**config.mk**
```make
export PLATFORM = sky130hd
export DESIGN_NAME = acs_ctrl
export DESIGN_NICKNAME = d
export VERILOG_FILES = /design/src/rtl/acs_pkg.sv /design/src/rtl/acs_ctrl.sv
export SDC_FILE = /design/constraint.sdc
export NUM_CORES = 1
export LEC_CHECK = 0
export BUFFER_PORTS_ARGS = -buffer_cell sky130_fd_sc_hd__buf_2
export CAP_MARGIN = 5
export CELL_PAD_IN_SITES_DETAIL_PLACEMENT = 1
export CELL_PAD_IN_SITES_GLOBAL_PLACEMENT = 1
export CORE_AREA = 5 5 42 44
export DETAILED_ROUTE_END_ITERATION = 12
export DIE_AREA = 0 0 47 49
export PLACE_DENSITY = 0.64
export SETUP_SLACK_MARGIN = 0.05
export SKIP_LAST_GASP = 1
export SLEW_MARGIN = 5
export SYNTH_ARGS = -nofsm -noshare
export SYNTH_HDL_FRONTEND = slang
export SYNTH_SLANG_ARGS = --single-unit
export TNS_END_PERCENT = 10
```
**constraint.sdc**
```tcl
create_clock -name clk -period 1.1 [get_ports clk]
set_input_delay 0.11 -clock clk [delete_from_list [all_inputs] [get_ports clk]]
set_output_delay 0.11 -clock clk [all_outputs]
set_load 0.01 [all_outputs]
```
**src/rtl/acs_pkg.sv**
```systemverilog
// Package for the accumulator CPU step unit: sizes, opcode limit, status
// codes, controller states and the command struct. No dependencies.
`default_nettype none
package acs_pkg;

	localparam int PROG_WORDS = 16384;
	localparam int DATA_WORDS = 65536;
	localparam int PROG_AW = $clog2(PROG_WORDS);
	localparam int DATA_AW = $clog2(DATA_WORDS);
	localparam logic [7:0] OP_LAST = 8'd79;
	localparam logic [6:0] SCR_MAX_X = 7'd99;
	localparam logic [8:0] SCR_MAX_Y = 9'd74;

	localparam logic [1:0] ST_OK = 2'd0;
	localparam logic [1:0] ST_HALT = 2'd1;
	localparam logic [1:0] ST_BADOP = 2'd2;

	localparam logic [1:0] EV_NONE = 2'd0;
	localparam logic [1:0] EV_PIXEL = 2'd1;
	localparam logic [1:0] EV_FLIP = 2'd2;

	localparam logic [0:0] CFG_IO_LOW_DIR = 1'b0;
	localparam logic [0:0] CFG_IO_HIGH_DIR = 1'b1;

	typedef enum logic [2:0] {
		S_IDLE,
		S_FETCH,
		S_DECODE,
		S_OPER,
		S_EXEC,
		S_OUT
	} ctl_state_t;

	// controller to datapath
	typedef struct packed {
		logic load_word;  // write the input word into program memory
		logic fetch;      // read program memory at the PC
		logic decode;     // latch the fetched instruction word
		logic oper_rd;    // issue operand reads for the fetched word
		logic exec;       // commit the instruction
		logic halt_out;   // report halted, change nothing
		logic load_out;   // report load done
		logic capture;    // capture the input item fields
	} ctl_cmd_t;

endpackage
`default_nettype wire

```
**src/rtl/acs_ctrl.sv**
```systemverilog
// Controller state machine for the CPU step unit.
// Depends on acs_pkg.
`default_nettype none
module acs_ctrl import acs_pkg::*; (
	input  wire logic clk,
	input  wire logic arst_n,
	input  wire logic in_valid,
	output logic      in_stall,
	input  wire logic in_kind,
	input  wire logic halted,
	output logic      out_valid,
	input  wire logic out_stall,
	output ctl_cmd_t  cmd
);
	ctl_state_t state_q, state_d;
	logic kind_q;

	wire logic take = in_valid && !in_stall;

	// next state
	always_comb begin
		state_d = state_q;
		unique case (state_q)
			S_IDLE: begin
				if (take) state_d = S_FETCH;
			end
			S_FETCH: begin
				if (!kind_q || halted) state_d = S_OUT;
				else state_d = S_DECODE;
			end
			S_DECODE: state_d = S_OPER;
			S_OPER: state_d = S_EXEC;
			S_EXEC: state_d = S_OUT;
			S_OUT: begin
				if (!out_stall) state_d = S_IDLE;
			end
			default: state_d = S_IDLE;
		endcase
	end

	// outputs
	always_comb begin
		cmd = '0;
		in_stall = (state_q != S_IDLE);
		out_valid = (state_q == S_OUT);
		cmd.capture = take;
		unique case (state_q)
			S_FETCH: begin
				cmd.load_word = !kind_q;
				cmd.load_out = !kind_q;
				cmd.halt_out = kind_q && halted;
				cmd.fetch = kind_q && !halted;
			end
			S_DECODE: cmd.decode = 1'b1;
			S_OPER: cmd.oper_rd = 1'b1;
			S_EXEC: cmd.exec = 1'b1;
			default: ;
		endcase
	end

	// hold state and item kind
	always_ff @(posedge clk or negedge arst_n) begin
		if (!arst_n) begin
			state_q <= S_IDLE;
			kind_q <= 1'b0;
		end else begin
			state_q <= state_d;
			if (take) kind_q <= in_kind;
		end
	end
endmodule
`default_nettype wire

```
Word-level counts from Yosys, hierarchy flattened
Cells that the tools add are included.

Add/subtract/negate cells: 0. $mul: 0. Divide/modulo/power cells: 0. Order comparisons: 0. Equal/unequal tests: 7. Shift-type cells: 0. Multiplexer cells: 9. Bitwise operators: 0. Reduce and logical (&&, ||, !) cells: 10.

Operator list (number): $pmux 3 s6 (1); $mux 3 (3); $eq 3x2->1 const B (2); $eq 3x3->1 const B (2); $mux 2 (2); $ne 2x2->1 const B (2); $eq 3x1->1 const B (1); $logic_and 1x1->1 (3); $logic_not 1->1 (3); $logic_not 3->1 (1); $mux 1 (3); $reduce_bool 3->1 (1); $reduce_and 2->1 (1); $logic_or 1x1->1 (1).

Bits in registers: 4. Latch bits: 0. Memory bits (writable): 0. Memory bits (read-only): 0. Input port bits: 6. Output and inout port bits: 10. Logic and storage cells: 28. Memories: 0.

Depth between registers and ports, before layout
Word-level depth: 5. Gate-level depth with buffers: 5. Mapped depth without buffers: 3.

Least setup slack after synthesis
OpenSTA, ideal clock, no wires.

Path kind: reg-to-reg. Start: reg state_q[2]. End: reg kind_q. Setup time: 0.127 ns. Data arrival time: 1.176 ns. Data required time: 0.973 ns. Path slack: -0.204 ns. Cell stages (with the launch flop): 4. Path buffers: 0. Clock period less this slack: 1.304 ns. Cell sequence: dfrtp_1 -> or3_4 -> nor2_4 -> mux2_1.

Word-level cells in the longest chain between the ends: 3.

RTL lines: from (decl) (line acs_ctrl.sv:15) `ctl_state_t state_q, state_d;`; from (signal assigned) (line acs_ctrl.sv:67) `state_q <= state_d;`; $reduce_bool 3->1 (line acs_ctrl.sv:44) `in_stall = (state_q != S_IDLE);`; net in_stall (line acs_ctrl.sv:8) `output logic in_stall,`; $logic_not 1->1 (line acs_ctrl.sv:18) `wire logic take = in_valid && !in_stall;`; $logic_and 1x1->1 (line acs_ctrl.sv:18); net take (line acs_ctrl.sv:18); to (signal assigned) (line acs_ctrl.sv:68) `if (take) kind_q <= in_kind;`; to (decl) (line acs_ctrl.sv:16) `logic kind_q;`.

The timed path passes the listed nets, and every way through them passes these cells. A chain may end at the register's enable or synchronous reset.

Final worst setup path
Start: reg state_q[0]. End: reg kind_q.

Word-level cells in the longest chain between the ends: 3.

RTL lines (line): $reduce_bool 3->1 (acs_ctrl.sv:44); $logic_not 1->1 (acs_ctrl.sv:18); $logic_and 1x1->1 (acs_ctrl.sv:18).

Every way passes these cells.

==> flow_metrics.py <==
metrics = {
    "run_status": {
        "status": "finished, violations left",
        "violations": "negative setup slack",
    },
    "timing": {
        "fin_worst_skew_ns": 0.00245,
        "drv_slew": 0,
        "finalSetupViolCount": 12,
        "worst_hold_slack_ns": 0.110,
        "max_freq_mhz": 737,
        "worst_pin_slew_ns": 0.266,
        "period_share": 1.23,
        "relSlewSlack": 0.822,
        "rsz0062_at_grt": "true",
        "hold_viol_final": 0,
        "setup_ws_ns": -0.258,
        "fin_crit_ns": 1.36,
    },
    "worst_setup_path": {
        "r2r_slack_ns": -0.26,
        "rr_endpoint": "kind_q$_DFFE_PN0P_",
        "startpoint_type": "register",
        "path_max_fanout": 2,
        "required_ns": 1.22,
        "cp-end-kind": "register",
        "critPathArrivalTime_ns": 1.47,
        "r2r_start": "state_q[0]$_DFFE_PN0P_",
        "reg2reg_depth": 3,
        "worst-setup-path-type": "reg2reg",
    },
    "cts": {
        "clk_pin_slew_ns": 0.04,
        "cts_buffers": 3,
        "tritoncts": "yes",
        "htreeDepth": 1,
        "clockBufferDepth": 2,
        "ctsRootBufferMaster": "clkbuf_4",
        "cts.sinks": 4,
        "clk_latency_ns": 0.24,
    },
    "route": {
        "ant_nets": 0,
        "drc": 0,
        "vias": 314,
        "via_per_inst": 4.42,
        "avgRoutedWirePerCell_um": 12.0,
        "wirelength_um": 854,
        "drt_iter0_markers": 4,
        "first_pass_iters": 3,
    },
    "grt": {
        "grt_pass1_vias": 311,
        "grt_start_max_net_pins": 12,
        "grtUsageTotal": 0.0868,
        "grt_overflow_total": 0,
        "antenna_found_initial": 0,
        "grt_pass1_wl_um": 1370,
    },
    "floorplanning": {
        "die_w_um": 47,
        "core_um2": 1400,
        "dieArea_um2": 2300,
        "die_y_um": 49,
        "rows": 14,
        "initial_core_util": 0.213,
        "io_pins": 16,
    },
    "yosys": {
        "syn_nets": 42,
        "yosysSeqAreaShare": 0.335,
        "avgSynthCellArea_um2": 8.31,
        "syn_area_um2": 299,
        "netlist_instances": 36,
        "ys_types": 21,
        "ys_warn_count": 0,
        "ys_ff_latch": 4,
    },
    "pwr": {
        "power.total_mw": 1.19,
        "vdd_drop_max_v": 0.000701,
        "p_leak_nw": 0.238,
        "power_density_nw_per_um2": 2630,
    },
    "final_layout": {
        "stdcell_count": 71,
        "nets": 63,
        "area_growth_pct": 51.5,
        "antenna_cells": 0,
        "register_area_um2": 100,
        "drive_gt1_frac": 0.473,
        "fillers": 188,
        "multi_input_area_um2": 166,
    },
    "flow_run": {
        "max_cap_viol_count": 0,
    },
    "placement": {
        "dp_cells": 65,
        "io_buffers": 15,
        "gp_congestion": 0.665,
        "hpwlAfterDp_um": 620,
        "dp_slack_ns": -0.221,
    },
    "min_path": {
        "holdPathStages": 2,
        "hold_end": "kind_q$_DFFE_PN0P_",
        "worst_hold_startpoint": "in_kind",
        "min_path_type": "in2reg",
    },
}
## worst max-delay path, stage by stage (launching register included)
cell and delay (ns):
dfrtp_1 0.38, or3_4 0.41, nor2_4 0.11, mux2_1 0.34
## synthesized netlist by cell type (all sizes together)
master	count	area (µm²)
mux2	1	11.3
nor3b	3	22.5
clkbuf	2	7.51
or3	1	11.3
nor2	6	30.0
nand2	2	7.51
inv	2	7.51
dfrtp	4	100
a21oi	1	5.00
o2bb2ai	1	8.76
o21ai	2	10.0
nand2b	2	12.5
mux2i	1	10.0
buf	3	20.0
nor4	1	6.26
and3	1	6.26
and3b	2	17.5
nor3	1	5.00
## logic make-up (layout without fill, tap and decap cells)
kind of cell	Yosys count	in the layout	synth area share
AO/OA/AOI/OAI	4	4	0.0795
buffers and inverters	7	26	0.117
flip-flops	4	4	0.335
multiplexers	2	2	0.0711
AND/OR/NAND/NOR	19	19	0.398
## stage by stage
step | utilization | setup TNS (ns) | cell area [µm²]
6_report | 0.323 | -2.05 | 453
5_1_grt | 0.323 | -2.97 | 453
4_1_cts | 0.305 | -2.25 | 428
3_5_place_dp | 0.278 | -0.223 | 389
3_3_place_gp | 0.278 | -0.173 | 389
2_1_floorplan | - | -0.307 | 299
## power breakdown
group	switching [mW]	internal (mW)	leakage, nW	total, mW
registers	0.0535	0.215	0.0480	0.269
clock network	0.0658	0.122	0.0138	0.188
logic	0.372	0.362	0.176	0.734
## registers in the layout, indices dropped and copies added, names as in the netlist
name / flops
state_q: 3
kind_q: 1
## per-layer routing
layer | routed length, µm | vias to the layer above | track usage
met5 | 0 | - | 0
met4 | 29 | 0 | 0.0968
met3 | 66 | 3 | 0.0185
met2 | 439 | 12 | 0.122
met1 | 319 | 141 | 0.0951
li1 | - | 158 | -
## placed cells by master (no fill, tap or decap), types with 2 or more instances in the layout
cell	netlist	layout
clkbuf_4	0	3
nand2b_1	2	2
nor3b_1	3	3
buf_6	0	3
buf_4	2	3
nand2_1	2	2
inv_1	2	2
dfrtp_1	4	4
nor2_1	5	4
and3b_1	2	2
buf_2	1	14
## layout make-up
class	count	share of cell area
Sequential cell	4	0.221
Inverter	2	0.0166
Timing Repair Buffer	21	0.301
Tap cell	16	0.0442
Multi-Input combinational cell	25	0.367
Clock buffer	3	0.0497
## what timing repair did
action | in CTS | in global routing
resized for setup | 1 | 3
setup buffers | 0 | 2
endpoints found under the setup margin | 13 | 14
hold buffers | 1 | 0
hold endpoints to repair | 4 | 0
pin swaps | 0 | 2
## worst max-delay path by stage
stage | startpoint | to | slack [ns]
floorplan | state_q[1]$_DFFE_PN0P_ | kind_q$_DFFE_PN0P_ | -0.20
global placement | state_q[1]$_DFFE_PN0P_ | kind_q$_DFFE_PN0P_ | -0.17
detailed placement | state_q[1]$_DFFE_PN0P_ | kind_q$_DFFE_PN0P_ | -0.22
CTS | state_q[2]$_DFFE_PN0P_ | cmd[7] | -0.25
global route | state_q[2]$_DFFE_PN0P_ | cmd[7] | -0.29
finish | state_q[0]$_DFFE_PN0P_ | kind_q$_DFFE_PN0P_ | -0.26
No activity file was read; power rests on OpenSTA's default activity.
